`src/ebgc_pkg.sv`:
```
// Shared types, constants and helper functions for the EMG band-pass gap counter.
package ebgc_pkg;

  localparam int NCH_MAX   = 8;
  localparam int CHANNELS  = 8;
  localparam int FRAC_BITS = 16;

  localparam int RAW_W = 12;
  localparam int SEQ_W = 8;
  localparam int GAP_W = 32;
  localparam int OUT_W = 20;

  // Action codes of an input transaction.
  localparam logic ACT_ROW     = 1'b0;
  localparam logic ACT_RESTART = 1'b1;

  // Filter mode register codes.
  localparam logic MODE_RAW    = 1'b0;
  localparam logic MODE_FILTER = 1'b1;

  // Centering: volts = round(raw * 33 * 2^FRAC_BITS / 40950).
  localparam int SCALE_NUM = 33;
  localparam int DIV_DEN   = 40950;
  localparam int DIV_HALF  = 20475;
  localparam int EST_SHIFT = 16;
  localparam int EST_W     = FRAC_BITS + 3;
  localparam int CFIX_W    = FRAC_BITS + 7;
  localparam int EST_PROD_W = RAW_W + CFIX_W;
  localparam int NUM_W     = FRAC_BITS + 20;
  localparam longint unsigned CFIX_L =
    (64'(SCALE_NUM) << (FRAC_BITS + EST_SHIFT)) / 64'(DIV_DEN);
  localparam logic [CFIX_W-1:0] CFIX = CFIX_W'(CFIX_L);
  localparam longint MID_L = (165 * (64'd1 << FRAC_BITS) + 50) / 100;
  localparam logic signed [EST_W:0] MID_S = (EST_W + 1)'(MID_L);

  // Filter coefficients in Q0.16, held as positive signed values.
  localparam logic signed [16:0] HP_ALPHA_S = 17'sd61664;
  localparam logic signed [16:0] LP_ALPHA_S = 17'sd49283;
  localparam logic signed [16:0] LP_BETA_S  = 17'sd16253;
  localparam int RND_HALF = 32768;
  localparam int COEF_SHIFT = 16;

  localparam int SAT_IN_W = 48;
  localparam logic signed [SAT_IN_W-1:0] SAT_MAX_W = 48'sd524287;
  localparam logic signed [SAT_IN_W-1:0] SAT_MIN_W = -48'sd524288;

  typedef struct packed {
    logic             action;
    logic             packet_first;
    logic [SEQ_W-1:0] seq_num;
    logic [RAW_W-1:0] ch0;
    logic [RAW_W-1:0] ch1;
    logic [RAW_W-1:0] ch2;
    logic [RAW_W-1:0] ch3;
    logic [RAW_W-1:0] ch4;
    logic [RAW_W-1:0] ch5;
    logic [RAW_W-1:0] ch6;
    logic [RAW_W-1:0] ch7;
  } sample_t;

  typedef struct packed {
    logic signed [OUT_W-1:0] out0;
    logic signed [OUT_W-1:0] out1;
    logic signed [OUT_W-1:0] out2;
    logic signed [OUT_W-1:0] out3;
    logic signed [OUT_W-1:0] out4;
    logic signed [OUT_W-1:0] out5;
    logic signed [OUT_W-1:0] out6;
    logic signed [OUT_W-1:0] out7;
    logic [GAP_W-1:0]        gap_total;
  } result_t;

  typedef struct packed {
    logic restart;
    logic start;
    logic filt;
    logic step_ctr;
    logic step_hp;
    logic step_lp;
  } lane_ctl_t;

  typedef struct packed {
    logic             restart;
    logic             row;
    logic             packet_first;
    logic [SEQ_W-1:0] seq_num;
  } seq_ctl_t;

  function automatic logic signed [OUT_W-1:0] sat20(input logic signed [SAT_IN_W-1:0] v);
    logic signed [OUT_W-1:0] r;
    if (v > SAT_MAX_W) begin
      r = SAT_MAX_W[OUT_W-1:0];
    end else if (v < SAT_MIN_W) begin
      r = SAT_MIN_W[OUT_W-1:0];
    end else begin
      r = v[OUT_W-1:0];
    end
    return r;
  endfunction

endpackage

```
`src/ebgc_lane.sv`:
```
// One channel lane: centering to volts, high-pass and low-pass with its own state.
module ebgc_lane (
  input  logic                              clk,
  input  logic                              rst,
  input  ebgc_pkg::lane_ctl_t               ctl,
  input  logic [ebgc_pkg::RAW_W-1:0]        raw,
  output logic signed [ebgc_pkg::OUT_W-1:0] res
);
  import ebgc_pkg::*;

  // Item registers.
  logic [RAW_W-1:0]        raw_q;
  logic                    filt_q;
  logic [EST_W-1:0]        est_q;
  logic signed [OUT_W-1:0] x_q;
  logic signed [OUT_W-1:0] hp_q;
  logic signed [36:0]      lpa_q;

  // Filter state.
  logic signed [OUT_W-1:0] hp_last_input;
  logic signed [OUT_W-1:0] hp_last_output;
  logic signed [OUT_W-1:0] lp_last_output;

  logic [EST_PROD_W-1:0]   est_prod;
  logic [NUM_W-1:0]        num;
  logic [NUM_W-1:0]        chk;
  logic [NUM_W-1:0]        rem;
  logic [EST_W-1:0]        volts;
  logic signed [EST_W:0]   x_wide;
  logic signed [OUT_W-1:0] x_next;
  logic signed [OUT_W+1:0] d;
  logic signed [38:0]      hp_acc;
  logic signed [OUT_W-1:0] hp_next;
  logic signed [36:0]      lpa_next;
  logic signed [37:0]      lp_acc;
  logic signed [OUT_W-1:0] lp_next;

  // The reciprocal estimate never exceeds the exact quotient and is at most one short.
  assign est_prod = EST_PROD_W'(raw) * EST_PROD_W'(CFIX)
                  + EST_PROD_W'(64'd1 << (EST_SHIFT - 1));

  always_comb begin
    num    = ((NUM_W'(raw_q) * NUM_W'(SCALE_NUM)) << FRAC_BITS) + NUM_W'(DIV_HALF);
    chk    = NUM_W'(est_q) * NUM_W'(DIV_DEN);
    rem    = num - chk;
    volts  = est_q + EST_W'(rem >= NUM_W'(DIV_DEN));
    x_wide = $signed({1'b0, volts}) - MID_S;
    x_next = sat20(SAT_IN_W'(x_wide));
  end

  always_comb begin
    d        = (OUT_W + 2)'(hp_last_output) + (OUT_W + 2)'(x_q)
             - (OUT_W + 2)'(hp_last_input);
    hp_acc   = 39'(d) * 39'(HP_ALPHA_S) + 39'sd32768;
    hp_next  = sat20(SAT_IN_W'(hp_acc >>> COEF_SHIFT));
    lpa_next = 37'(lp_last_output) * 37'(LP_ALPHA_S);
    lp_acc   = 38'(lpa_q) + 38'(hp_q) * 38'(LP_BETA_S) + 38'(RND_HALF);
    lp_next  = sat20(SAT_IN_W'(lp_acc >>> COEF_SHIFT));
  end

  always_ff @(posedge clk) begin
    if (ctl.start) begin
      raw_q  <= raw;
      filt_q <= ctl.filt;
      est_q  <= est_prod[EST_SHIFT +: EST_W];
    end
    if (ctl.step_ctr) begin
      x_q <= x_next;
    end
    if (ctl.step_hp) begin
      hp_q  <= hp_next;
      lpa_q <= lpa_next;
    end
  end

  always_ff @(posedge clk) begin
    if (rst || ctl.restart) begin
      hp_last_input  <= '0;
      hp_last_output <= '0;
      lp_last_output <= '0;
    end else begin
      if (ctl.step_hp && filt_q == MODE_FILTER) begin
        hp_last_input  <= x_q;
        hp_last_output <= hp_next;
      end
      if (ctl.step_lp && filt_q == MODE_FILTER) begin
        lp_last_output <= lp_next;
      end
    end
  end

  assign res = (filt_q == MODE_FILTER) ? lp_next : $signed({8'b0, raw_q});

endmodule

```
`config.mk`:
```
export PLATFORM = sky130hd
export DESIGN_NAME = ebgc_lane
export DESIGN_NICKNAME = d
export VERILOG_FILES = /design/src/ebgc_pkg.sv /design/src/ebgc_lane.sv
export SDC_FILE = /design/constraint.sdc
export NUM_CORES = 2
export LEC_CHECK = 0
export ABC_AREA = 1
export BUFFER_PORTS_ARGS = -buffer_cell sky130_fd_sc_hd__buf_2
export CORE_MARGIN = 2
export CORE_UTILIZATION = 44
export DETAILED_ROUTE_END_ITERATION = 12
export HOLD_SLACK_MARGIN = 0.08
export PLACE_DENSITY = 0.69
export SLEW_MARGIN = 20
export SYNTH_ARGS = -nofsm -noshare
export SYNTH_HDL_FRONTEND = slang
export SYNTH_SLANG_ARGS = --single-unit
```
`constraint.sdc`:
```
create_clock -name clk -period 11.55 [get_ports clk]
set_clock_uncertainty 0.1 [all_clocks]
set_input_delay 0.5775 -clock clk [delete_from_list [all_inputs] [get_ports clk]]
set_output_delay 0.5775 -clock clk [all_outputs]
set_load 0.02 [all_outputs]
```
==> flow_metrics.py <==
metrics = {
    "drt": {
        "ant_nets": 0,
        "routedWlPerCell_um": 16.0,
        "drc": 0,
        "drt_iter0_drc": 1796,
        "vias": 29400,
        "drt-pass1-iter-count": 6,
        "wl_mm": 94.0,
        "via_per_inst": 5.02,
    },
    "global_route": {
        "grt_pass1_vias": 30900,
        "antenna_found_initial": 0,
        "grtUsageTotal": 0.220,
        "grt-ovfl-total": 0,
        "grt_max_degree": 79,
        "grt_pass1_wl_mm": 157,
    },
    "sta": {
        "finalSetupViolations": 0,
        "setup_tns_ns": 0,
        "finalCritPeriodShare": 0.922,
        "hold_ws_ns": 0.151,
        "slew-limit-headroom": 0.371,
        "period_minus_slack_ns": 10.65,
        "rsz0062_at_grt": "no",
        "hold_viol_final": 0,
        "worst_slew_pin_slew_ns": 0.937,
        "max_freq_mhz": 93.9,
        "slew_viol_final": 0,
    },
    "floorplan": {
        "fp.dieW_um": 301,
        "fp.dieArea_mm2": 0.0904,
        "boundaryPins": 40,
        "rows": 108,
        "core_area_mm2": 0.0870,
        "start_util": 0.445,
        "dieHeight_um": 301,
    },
    "logic_synthesis": {
        "synth-seq-cells": 169,
        "synth_area_leader_cell": "fa_1",
        "ys_async_sr_fraction": 0,
        "synth_nets": 5883,
        "ys_top_cells_by_area": "fa_1, ha_1, inv_1",
        "avgSynthCellArea_um2": 8.34,
        "synth_warnings": 0,
        "synth_common_cells": "inv_1, ha_1, nand2_1",
        "synthFlopType": "edfxtp_1",
        "synth_top_area_frac": 0.283,
        "syn_area_mm2": 0.0387,
        "yosysSeqAreaShare": 0.115,
        "ys_types": 53,
        "synth_edf_count": 109,
        "yosysMostFrequentCell": "inv_1",
        "syn_inst": 4646,
    },
    "setup_path": {
        "max_stage_delay_ns": 0.53,
        "critPathMostFrequentCell": "nand2_1",
        "reg2reg_depth": 50,
        "regToRegStartpoint": "est_q[4]$_DFFE_PP_",
        "slowest_stage": "fa_1",
        "critPathMaxFanout": 5,
        "rrSetupSlack_ns": 0.90,
        "critPathKind": "register to register",
        "critPathArrivalTime_ns": 10.78,
        "required_ns": 11.68,
        "rr_endpoint": "x_q[18]$_SDFFCE_PN1P_",
        "start_kind": "register",
        "cp-end-kind": "register",
    },
    "finish": {
        "drive_gt1_frac": 0.0289,
        "stdcell_area_mm2": 0.0410,
        "diodes": 0,
        "final_nets": 5926,
        "layout-area-overhead-vs-synth_pct": 5.80,
        "fill_cells": 8530,
    },
    "clock_tree": {
        "h-tree-depth": 4,
        "cts.sinks": 169,
        "clkTransAtPathRegs_ns": 0.08,
        "cts_buffers": 17,
        "clock_latency_ns": 0.50,
        "cts_root_buf": "clkbuf_16",
        "clockBufferDepth": 2,
        "cts_tree": "done",
    },
    "place": {
        "port_buffers": 39,
        "dpl.hpwl_mm": 83.5,
        "place_area_mm2": 0.0403,
        "place_congestion": 0.938,
    },
    "status": {
        "status": "completed",
    },
    "hold_path": {
        "min-delay-start": "ctl[3]",
        "hp-class": "input port to register",
        "holdPathEnd": "filt_q$_DFFE_PP_",
        "hold_depth": 1,
    },
    "job": {
        "drv_cap": 0,
    },
}
==> worst max path at each step <==
stage	startpoint	end	slack, ns	cells past startpoint
3_3_place_gp	est_q[4]$_DFFE_PP_	x_q[19]$_SDFFCE_PN0P_	0.72	49
3_5_place_dp	est_q[4]$_DFFE_PP_	x_q[18]$_SDFFCE_PN1P_	0.46	50
6_report	est_q[4]$_DFFE_PP_	x_q[18]$_SDFFCE_PN1P_	0.90	50
4_1_cts	est_q[4]$_DFFE_PP_	x_q[18]$_SDFFCE_PN1P_	0.42	50
5_1_grt	est_q[4]$_DFFE_PP_	x_q[18]$_SDFFCE_PN1P_	0.0003	51
2_1_floorplan	est_q[5]$_DFFE_PP_	x_q[18]$_SDFFCE_PN1P_	2.03	49
==> sequential cells by signal, summed over array words and instances (netlist names) <==
register	cells
lpa_q	37
hp_last_input	20
hp_last_output	20
hp_q	20
lp_last_output	20
x_q	20
est_q	19
raw_q	12
filt_q	1
==> layer usage <==
metal  track usage  up-vias  wire [um]
met5             0        -          0
met4        0.0534        0       2040
met3        0.0280      103       4040
met2         0.374      582      44900
met1         0.296    14100      43000
li1              -    14600          -
==> cell usage in the layout, fill, tap and decap left out, types with 6 or more instances in the layout <==
| master | count |
|---|---|
| xnor2_1 | 70 |
| clkbuf_16 | 17 |
| nand3_1 | 170 |
| xor2_1 | 142 |
| a21oi_1 | 264 |
| nand2_1 | 659 |
| a31oi_1 | 29 |
| a21o_1 | 11 |
| nand2_2 | 11 |
| nor2_2 | 6 |
| nor2_1 | 218 |
| nor3_1 | 39 |
| dfxtp_1 | 59 |
| o21ai_0 | 165 |
| nand4_1 | 38 |
| o221ai_1 | 7 |
| inv_1 | 1246 |
| ha_1 | 669 |
| o21bai_1 | 20 |
| nand3b_1 | 12 |
| fa_1 | 548 |
| nor4_1 | 11 |
| buf_2 | 39 |
| o21a_1 | 13 |
| or2_2 | 7 |
| inv_2 | 8 |
| edfxtp_1 | 109 |
| o211ai_1 | 26 |
| buf_4 | 20 |
==> layout make-up <==
class	instances	area, um2	area share
clock inverters	14	165	0.00403
repair buffers	59	345	0.00842
multi-input cells	3183	29400	0.717
flip-flops and latches	169	4480	0.109
well taps	1155	1450	0.0353
inverters	1259	4730	0.115
clock buffers	18	429	0.0105
==> critical path: cells and delay by family (launching register included) <==
family | cells | cell delay, ns
simple gates | 14 | 1.63
fa+ha+maj | 9 | 3.96
compound gates | 17 | 3.22
flops | 1 | 0.47
xor+xnor | 3 | 0.41
buf+inv | 7 | 0.57
==> logic make-up after synthesis <==
group	synth area share
XOR/XNOR	0.0486
AND/OR/NAND/NOR	0.129
AO/OA/AOI/OAI	0.0820
buffers and inverters	0.126
flip-flops	0.115
adder cells (fa/ha/maj)	0.499
==> stage by stage <==
step / worst slack, ns / instances / util
detailed placement: 0.464 / 5815 / 0.463
CTS: 0.424 / 5847 / 0.470
global placement: 0.718 / 5815 / 0.463
floorplan: 2.03 / 4646 / -
global route: 0.000310 / 5857 / 0.471
finish: 0.901 / 5857 / 0.471
==> timing repair <==
action                     CTS  global route
resized for setup            0             5
setup buffers                0            10
hold buffers                 0             0
setup endpoints to repair    0             8
Power is left out: the tool's default activity adds up to more than one toggle a clock period on the data nets, which glitch-free logic cannot reach.
