==> src/ebgc_pkg.sv <==
// Shared types, constants and helper functions for the EMG band-pass gap counter.
package ebgc_pkg;

  localparam int NCH_MAX   = 8;
  localparam int CHANNELS  = 8;
  localparam int FRAC_BITS = 16;

  localparam int RAW_W = 12;
  localparam int SEQ_W = 8;
  localparam int GAP_W = 32;
  localparam int OUT_W = 20;

  // Action codes of an input transaction.
  localparam logic ACT_ROW     = 1'b0;
  localparam logic ACT_RESTART = 1'b1;

  // Filter mode register codes.
  localparam logic MODE_RAW    = 1'b0;
  localparam logic MODE_FILTER = 1'b1;

  // Centering: volts = round(raw * 33 * 2^FRAC_BITS / 40950).
  localparam int SCALE_NUM = 33;
  localparam int DIV_DEN   = 40950;
  localparam int DIV_HALF  = 20475;
  localparam int EST_SHIFT = 16;
  localparam int EST_W     = FRAC_BITS + 3;
  localparam int CFIX_W    = FRAC_BITS + 7;
  localparam int EST_PROD_W = RAW_W + CFIX_W;
  localparam int NUM_W     = FRAC_BITS + 20;
  localparam longint unsigned CFIX_L =
    (64'(SCALE_NUM) << (FRAC_BITS + EST_SHIFT)) / 64'(DIV_DEN);
  localparam logic [CFIX_W-1:0] CFIX = CFIX_W'(CFIX_L);
  localparam longint MID_L = (165 * (64'd1 << FRAC_BITS) + 50) / 100;
  localparam logic signed [EST_W:0] MID_S = (EST_W + 1)'(MID_L);

  // Filter coefficients in Q0.16, held as positive signed values.
  localparam logic signed [16:0] HP_ALPHA_S = 17'sd61664;
  localparam logic signed [16:0] LP_ALPHA_S = 17'sd49283;
  localparam logic signed [16:0] LP_BETA_S  = 17'sd16253;
  localparam int RND_HALF = 32768;
  localparam int COEF_SHIFT = 16;

  localparam int SAT_IN_W = 48;
  localparam logic signed [SAT_IN_W-1:0] SAT_MAX_W = 48'sd524287;
  localparam logic signed [SAT_IN_W-1:0] SAT_MIN_W = -48'sd524288;

  typedef struct packed {
    logic             action;
    logic             packet_first;
    logic [SEQ_W-1:0] seq_num;
    logic [RAW_W-1:0] ch0;
    logic [RAW_W-1:0] ch1;
    logic [RAW_W-1:0] ch2;
    logic [RAW_W-1:0] ch3;
    logic [RAW_W-1:0] ch4;
    logic [RAW_W-1:0] ch5;
    logic [RAW_W-1:0] ch6;
    logic [RAW_W-1:0] ch7;
  } sample_t;

  typedef struct packed {
    logic signed [OUT_W-1:0] out0;
    logic signed [OUT_W-1:0] out1;
    logic signed [OUT_W-1:0] out2;
    logic signed [OUT_W-1:0] out3;
    logic signed [OUT_W-1:0] out4;
    logic signed [OUT_W-1:0] out5;
    logic signed [OUT_W-1:0] out6;
    logic signed [OUT_W-1:0] out7;
    logic [GAP_W-1:0]        gap_total;
  } result_t;

  typedef struct packed {
    logic restart;
    logic start;
    logic filt;
    logic step_ctr;
    logic step_hp;
    logic step_lp;
  } lane_ctl_t;

  typedef struct packed {
    logic             restart;
    logic             row;
    logic             packet_first;
    logic [SEQ_W-1:0] seq_num;
  } seq_ctl_t;

  function automatic logic signed [OUT_W-1:0] sat20(input logic signed [SAT_IN_W-1:0] v);
    logic signed [OUT_W-1:0] r;
    if (v > SAT_MAX_W) begin
      r = SAT_MAX_W[OUT_W-1:0];
    end else if (v < SAT_MIN_W) begin
      r = SAT_MIN_W[OUT_W-1:0];
    end else begin
      r = v[OUT_W-1:0];
    end
    return r;
  endfunction

endpackage

==> src/ebgc_seq.sv <==
// Packet sequence tracker that accumulates missed packets from sequence gaps.
module ebgc_seq (
  input  logic                     clk,
  input  logic                     rst,
  input  ebgc_pkg::seq_ctl_t       ctl,
  output logic [ebgc_pkg::GAP_W-1:0] gap_count
);
  import ebgc_pkg::*;

  logic [SEQ_W-1:0] last_seq;
  logic             seq_seeded;
  logic [SEQ_W-1:0] gap_step;

  // The modulo-256 distance is zero when the number is the expected one.
  assign gap_step = ctl.seq_num - last_seq - SEQ_W'(1);

  always_ff @(posedge clk) begin
    if (rst || ctl.restart) begin
      last_seq   <= '0;
      seq_seeded <= 1'b0;
      gap_count  <= '0;
    end else if (ctl.row && ctl.packet_first) begin
      if (seq_seeded) begin
        gap_count <= gap_count + GAP_W'(gap_step);
      end
      last_seq   <= ctl.seq_num;
      seq_seeded <= 1'b1;
    end
  end

endmodule

==> config.mk <==
export PLATFORM = sky130hd
export DESIGN_NAME = ebgc_seq
export DESIGN_NICKNAME = d
export VERILOG_FILES = /design/src/ebgc_pkg.sv /design/src/ebgc_seq.sv
export SDC_FILE = /design/constraint.sdc
export NUM_CORES = 1
export LEC_CHECK = 0
export ABC_AREA = 1
export ABC_CLOCK_PERIOD_IN_PS = 2450
export BUFFER_PORTS_ARGS = -buffer_cell sky130_fd_sc_hd__clkbuf_2
export CORE_AREA = 2 2 76 78
export CTS_CLUSTER_DIAMETER = 50
export DETAILED_ROUTE_END_ITERATION = 6
export DIE_AREA = 0 0 78 80
export PLACE_DENSITY = 0.75
export SLEW_MARGIN = 20
export SYNTH_ARGS = -nofsm -noshare
export SYNTH_HDL_FRONTEND = slang
export SYNTH_SLANG_ARGS = --single-unit
==> constraint.sdc <==
create_clock -name clk -period 2.45 [get_ports clk]
set_input_delay 0.1225 -clock clk [delete_from_list [all_inputs] [get_ports clk]]
set_output_delay 0.1225 -clock clk [all_outputs]
set_load 0.05 [all_outputs]
==> results of run 1 <==
-- metrics by stage --
step | total power, mW | setup TNS (ns) | hold slack [ns] | util
floorplan | 0.853 | -0.252 | 0.289 | -
global placement | 0.926 | -2.45 | 0.406 | 0.577
detailed placement | 0.934 | -4.45 | 0.420 | 0.577
CTS | 1.53 | -3.41 | 0.0976 | 0.641
global route | 1.68 | -8.59 | 0.132 | 0.698
finish | 1.63 | -5.32 | 0.0976 | 0.698
-- cells in the final DEF, fill, tap and decap left out, drive strengths merged, types with 2 or more instances in the layout --
cell	count
a21boi	2
a21oi	34
buf	34
clkbuf	49
dfxtp	41
fa	2
ha	15
inv	56
nand2	100
nand3	36
nand3b	2
nand4	6
nor2	59
nor3	5
o211ai	3
o21ai	19
o21bai	4
or2	3
xnor2	6
xor2	4
-- layer usage --
layer	share of wire	vias up	GRT usage
li1	-	1463	-
met1	0.39	1415	0.299
met2	0.47	206	0.397
met3	0.081	74	0.0486
met4	0.061	0	0.0982
met5	0	-	0
-- cells in the mapped netlist (2+ instances only) --
library cell  number
nand2_2            8
fa_1               2
or2_4              2
o21ai_0           18
xor2_1             4
nor3_1             4
buf_6              2
nand3_1           35
ha_1              15
a21boi_1           2
inv_1             55
o21bai_1           4
a21oi_1           34
xnor2_1            6
nor2_1            57
dfxtp_1           41
buf_4              2
clkbuf_1           3
nand4_1            6
nand2_1           92
o211ai_1           3
-- cell type report --
| class | count | area, sq um | share of cell area |
|---|---|---|---|
| multi-input combinational | 303 | 2050 | 0.544 |
| sequential | 41 | 822 | 0.218 |
| timing repair buffer | 78 | 479 | 0.127 |
| inverter | 56 | 215 | 0.0570 |
| tap | 72 | 90.1 | 0.0239 |
| clock buffer | 5 | 68.8 | 0.0182 |
| clock inverter | 3 | 46.3 | 0.0123 |
-- power by group through the flow --
| stage | sequential, mW | combinational, mW | clock, mW |
|---|---|---|---|
| after floorplan | 0.692 | 0.161 | 0 |
| after global placement | 0.689 | 0.237 | 0 |
| after detailed placement | 0.690 | 0.245 | 0 |
| after CTS | 0.674 | 0.276 | 0.578 |
| after global routing | 0.675 | 0.398 | 0.611 |
| final | 0.674 | 0.375 | 0.580 |
-- final timing paths --
| kind | from | to | slack [ns] |
|---|---|---|---|
| worst min-delay path | ctl[7] | last_seq[7]$_SDFFE_PP0P_ | 0.1 |
| worst max-delay path | last_seq[0]$_SDFFE_PP0P_ | gap_count[21]$_SDFFE_PP0P_ | -0.29 |
| worst max register to register | last_seq[0]$_SDFFE_PP0P_ | gap_count[21]$_SDFFE_PP0P_ | -0.29 |
| worst min register to register | last_seq[6]$_SDFFE_PP0P_ | last_seq[6]$_SDFFE_PP0P_ | 0.46 |
-- state kept, by name, summed over array words and instances, names as in the netlist --
name        cells
last_seq        8
gap_count      32
seq_seeded      1
-- cell families (layout without fill, tap and decap cells) --
| group | count (synthesis) | in the layout | share of synthesized area |
|---|---|---|---|
| and+or+nand+nor | 214 | 214 | 0.356 |
| buffers and inverters | 64 | 142 | 0.0982 |
| AOI/OAI and AO/OA | 62 | 62 | 0.124 |
| DFF | 41 | 41 | 0.305 |
| adders and majority gates | 17 | 17 | 0.0847 |
| xor gates and xnor gates | 10 | 10 | 0.0326 |
-- tightest hold or removal path: stages --
cell and delay, ns:
clkbuf_2 0.09, o21ai_0 0.08, nor2_1 0.08
-- timing repair --
item / 4_1_cts / 5_1_grt
buffers inserted: 5 / 9
gates cloned: 0 / 0
resized for setup: 49 / 61
endpoints found under the setup margin: 25 / 27
pin swaps: 25 / 41
==> summary.txt, run 1 <==
DR pass1 iterations - 7
Critical path required time - 2.67 ns
Peak supply drop - 269 uV
Post-synth top area share - 0.305
Via density - 5.66
Layout Nets - 515
Failing checks - DRC, setup timing
Sw Ratio - 0.296
Post-synthesis cell count - 408
Full die area - 0.00624 sq mm
Std-Cell Rows - 27
Crit path DAT - 2.96 ns
Largest net degree at the start of global routing - 21
Post-synth top flop - dfxtp_1
Area leader, netlist - dfxtp_1
Initial DRC Count - 414
Max Freq - 365 MHz
Post-DP HPWL - 4.99 mm
Mapped Area - 0.00269 sq mm
Post-synth ARST share - 0
Clock root cell - clkbuf_8
Pleak - 1.67 nW
Initial antenna violation count - 0
Final hold violation count - 0
Placed Cells - 536
Slew Limit Fails - 0
Netlist cell types - 34
NetSw - 482 uW
Hold Crit Class - in -> reg
Buf/Inv on CP - 3
Vias in the first global route - 2623
Cell Chain, Critical Path - inv_2 -> ha_4 -> inv_2 -> fa_2 -> o21ai_2 -> nand2_1 -> a21boi_2 -> nor2_1 -> nand2_1 -> nand2_2 -> ha_4 -> nand2_4 -> inv_4 -> nand2_4 -> nor3_2 -> nand2_1 -> nand2_4 -> nand3_2 -> nand2_2 -> nor2_2
CP Class - reg -> reg
Clock sinks - 41
Post-DP Area - 0.00312 sq mm
First-pass GRT wire length - 12.0 mm
Max Clock Skew - 0.00855 ns
Hold Buf Count CTS - 0
Critical path depth in cells - 20
Tot GR Track Use - 0.238
# H-tree levels - 2
Fin crit period - 2.74 ns
Buffers on Ports - 44
Synth top area cells - dfxtp_1, nand2_1, nor2_1, inv_1, ha_1
TritonCTS clock tree - yes
Synthesized flop and latch total - 41
CTS Buf Count - 5
Comb pwr share - 0.230
Status - complete, but fails checks
Die Span X - 78 um
Post-synth EDFFs - 0
Post-synthesis sequential area ratio - 0.305
Grt total ovfl - 0
Die Span Y - 80 um
PwrDens - 432 mW/mm^2
Clock power share - 0.356
Startpoint types - flip-flop
RSZ-0062 raised after global routing - yes
P_int - 1.15 mW
Layout Cells excl Fill - 558
Post-Synthesis Net Count - 438
ANT nets after route - 0
Syn-to-layout area delta - 40.4%
RD Place Congestion - 0.840
Dpl ws - -0.249 ns
Slowest stage delay, CP - 0.34 ns
Core area - 0.00541 sq mm
DRC viols - 1
Via Count - 3158
CP top delay family - simple AND/OR/NAND/NOR gates
Syn Area/Cell - 6.59 sq um
Drt total wl - 8.82 mm
Routed wire per std cell - 15.8 um
Depth of the worst register-to-register path - 20
CP max stage cell - fa_2
Layout cells sized above 1 - 0.389
Rel. slew slack - 0.514
Worst setup margin - -0.292 ns
Synthesis warning total - 0
Design Area, Final - 0.00377 sq mm
Tcrit/Tclk final - 1.12
Filler Cell Count - 429
Max cap viols - 0
Critical Path End Type - flip-flop
Sequential power share - 0.414
I/O pins - 45
Worst skew pair latency - 0.31 ns
Hold path cells - 3
Worst-path fanout max - 6
# setup viols final - 27
Clock-pin slew on the worst setup and hold paths - 0.09 ns
Clock tree buffer depth - 2
Slew @ Worst Pin - 0.728 ns
# diodes - 0
Starting density of the core - 0.497
Power figures use the tool's default switching activity.
==> run 2: changes to the inputs <==
Settings changed: CELL_PAD_IN_SITES_DETAIL_PLACEMENT set to 2, CELL_PAD_IN_SITES_GLOBAL_PLACEMENT set to 2, CORE_AREA 2 2 76 78 to 2 2 103 105, DIE_AREA 0 0 78 80 to 0 0 105 107, PLACE_DENSITY 0.75 to not set, PLACE_DENSITY_LB_ADDON set to 0.1.
==> run 2 against run 1 <==
  * The flow finishes with violations (setup timing)
  * Combinational power rose by 1%
  * Clock power rose by 6.4%
  * Global-route usage fell by 5.5 points
  * Register-to-register slack got worse by 0.07 ns
  * Worst setup slack got worse by 0.069 ns
  * First-iteration DRC count fell by 83%
  * Cell area rose by 4.7%
  * Clock skew barely moved
  * Sequential power barely moved
  * Wire length rose by 18%
  * Critical path depth did not move
  * Critical endpoint is now gap_count[13]$_SDFFE_PP0P_
  * Largest cell class unchanged
==> summary.txt, run 2 (synthesis results as in run 1) <==
Startpoint types - flip-flop
Reg with most FFs - gap_count
Via density - 4.76
Die Span Y - 107 um
First-pass GRT wire length - 16.3 mm
Slowest stage delay, CP - 0.34 ns
Max reg flops - 32
Area of the multi-input gates - 0.00212 sq mm
Vias in the first global route - 3215
Grt total ovfl - 0
Starting density of the core - 0.266
CP max stage cell - fa_2
Rel. slew slack - 0.645
Drt total wl - 10.4 mm
Buffers on Ports - 44
I/O pins - 45
Max Freq - 356 MHz
Final hold violation count - 0
Failing checks - setup timing
PwrDens - 423 mW/mm^2
# H-tree levels - 2
Dpl ws - -0.320 ns
Core area - 0.0101 sq mm
Commonest cells after routing, fill and taps aside - nand2_1, nor2_1, inv_1
Flop-to-flop setup slack - -0.36 ns
DRC viols - 0
Clock-pin slew on the worst setup and hold paths - 0.09 ns
Worst skew pair latency - 0.31 ns
Tot GR Track Use - 0.183
Most used cell, CP - nand2_1
Slew @ Worst Pin - 0.532 ns
Layout Nets - 517
Worst setup margin - -0.361 ns
Worst-path fanout max - 6
RD Place Congestion - 0.752
Max cap viols - 0
Std-Cell Rows - 37
Status - complete, but fails checks
Worst setup path startpoint - last_seq[0]$_SDFFE_PP0P_
Peak supply drop - 214 uV
RSZ-0062 raised after global routing - yes
TritonCTS clock tree - yes
Max Clock Skew - 0.00811 ns
Pleak - 1.70 nW
# diodes - 0
Worst hold margin - 0.0940 ns
Tcrit/Tclk final - 1.15
Min-delay src - ctl[7]
Hold Crit Class - in -> reg
Initial antenna violation count - 0
Full die area - 0.0112 sq mm
Die Span X - 105 um
Clock root cell - clkbuf_8
DR pass1 iterations - 4
Largest net degree at the start of global routing - 20
CP Class - reg -> reg
Slew Limit Fails - 0
Critical Path End Type - flip-flop
Clock sinks - 41
Commonest non-fill, non-tap cell in the layout - nand2_1
CTS Buf Count - 5
Cell Chain, Critical Path - inv_2 -> ha_4 -> inv_2 -> fa_2 -> o21ai_2 -> nand2_1 -> a21boi_2 -> nor2_2 -> nand2_1 -> nand2_2 -> ha_4 -> nand2_4 -> inv_4 -> nand2_2 -> nor3_2 -> nand2_1 -> nand2_4 -> nand3_2 -> nand2_1 -> nor2_1
Syn-to-layout area delta - 47.0%
Filler Cell Count - 1215
Post-DP HPWL - 7.24 mm
Via Count - 2973
Routed wire per std cell - 16.7 um
Clock tree buffer depth - 2
Biggest regs - gap_count: 32 flops, last_seq: 8 flops, seq_seeded: 1 flops
Fin crit period - 2.81 ns
Layout cells sized above 1 - 0.418
Reg area - 823 sq um
ANT nets after route - 0
Critical path required time - 2.67 ns
Initial DRC Count - 69
# setup viols final - 26
Crit path DAT - 3.03 ns
Reg2reg start - last_seq[0]$_SDFFE_PP0P_
## run 2: routing by layer
layer / vias to the layer above / share of wire / global-route usage
met2: 46 / 0.50 / 0.325
li1: 1459 / - / -
met5: - / 0 / 0
met3: 6 / 0.027 / 0.0298
met1: 1462 / 0.46 / 0.229
met4: 0 / 0.0096 / 0.0457
## run 2: timing repair
item | CTS | global route
pin swaps | 34 | 42
gates cloned | 0 | 0
setup endpoints to repair | 27 | 27
setup buffers | 6 | 4
hold buffers | 0 | 0
resized for setup | 84 | 42
## run 2: report_power, final
group          total, mW  switching [mW]  internal [mW]
logic              0.379           0.205          0.174
clock network      0.617           0.285          0.332
registers          0.675         0.00297          0.672
total               1.67           0.493           1.18
## run 2: worst max-delay path: cells and delay by family, from the launching register on
| kind | cells | cell delay [ns] |
|---|---|---|
| AO/OA/AOI/OAI | 2 | 0.32 |
| adder cells (fa/ha/maj) | 3 | 0.80 |
| buffers and inverters | 3 | 0.19 |
| flip-flops | 1 | 0.33 |
| AND/OR/NAND/NOR | 12 | 1.04 |
## run 2: final cells by class
cell class / instances / area share
multi-input cells: 303 / 0.537
flip-flops and latches: 41 / 0.208
repair buffers: 80 / 0.127
inverters: 56 / 0.0544
well taps: 136 / 0.0431
clock buffers: 6 / 0.0209
clock inverters: 2 / 0.00950
## run 2: through the flow
step	instances	util	power [mW]	setup TNS (ns)	area, sq um
2_1_floorplan	408	-	0.853	-0.252	2710
3_3_place_gp	607	0.322	0.951	-3.92	3250
3_5_place_dp	607	0.322	0.959	-6.36	3250
4_1_cts	621	0.369	1.64	-4.88	3730
5_1_grt	624	0.392	1.76	-11.02	3950
6_report	624	0.392	1.67	-7.20	3950
## run 2: worst paths after layout
| path | to | depth (start not counted) |
|---|---|---|
| max | gap_count[13]$_SDFFE_PP0P_ | 20 |
| min | last_seq[7]$_SDFFE_PP0P_ | 3 |
| max reg2reg | gap_count[13]$_SDFFE_PP0P_ | 20 |
| min reg2reg | last_seq[6]$_SDFFE_PP0P_ | 2 |
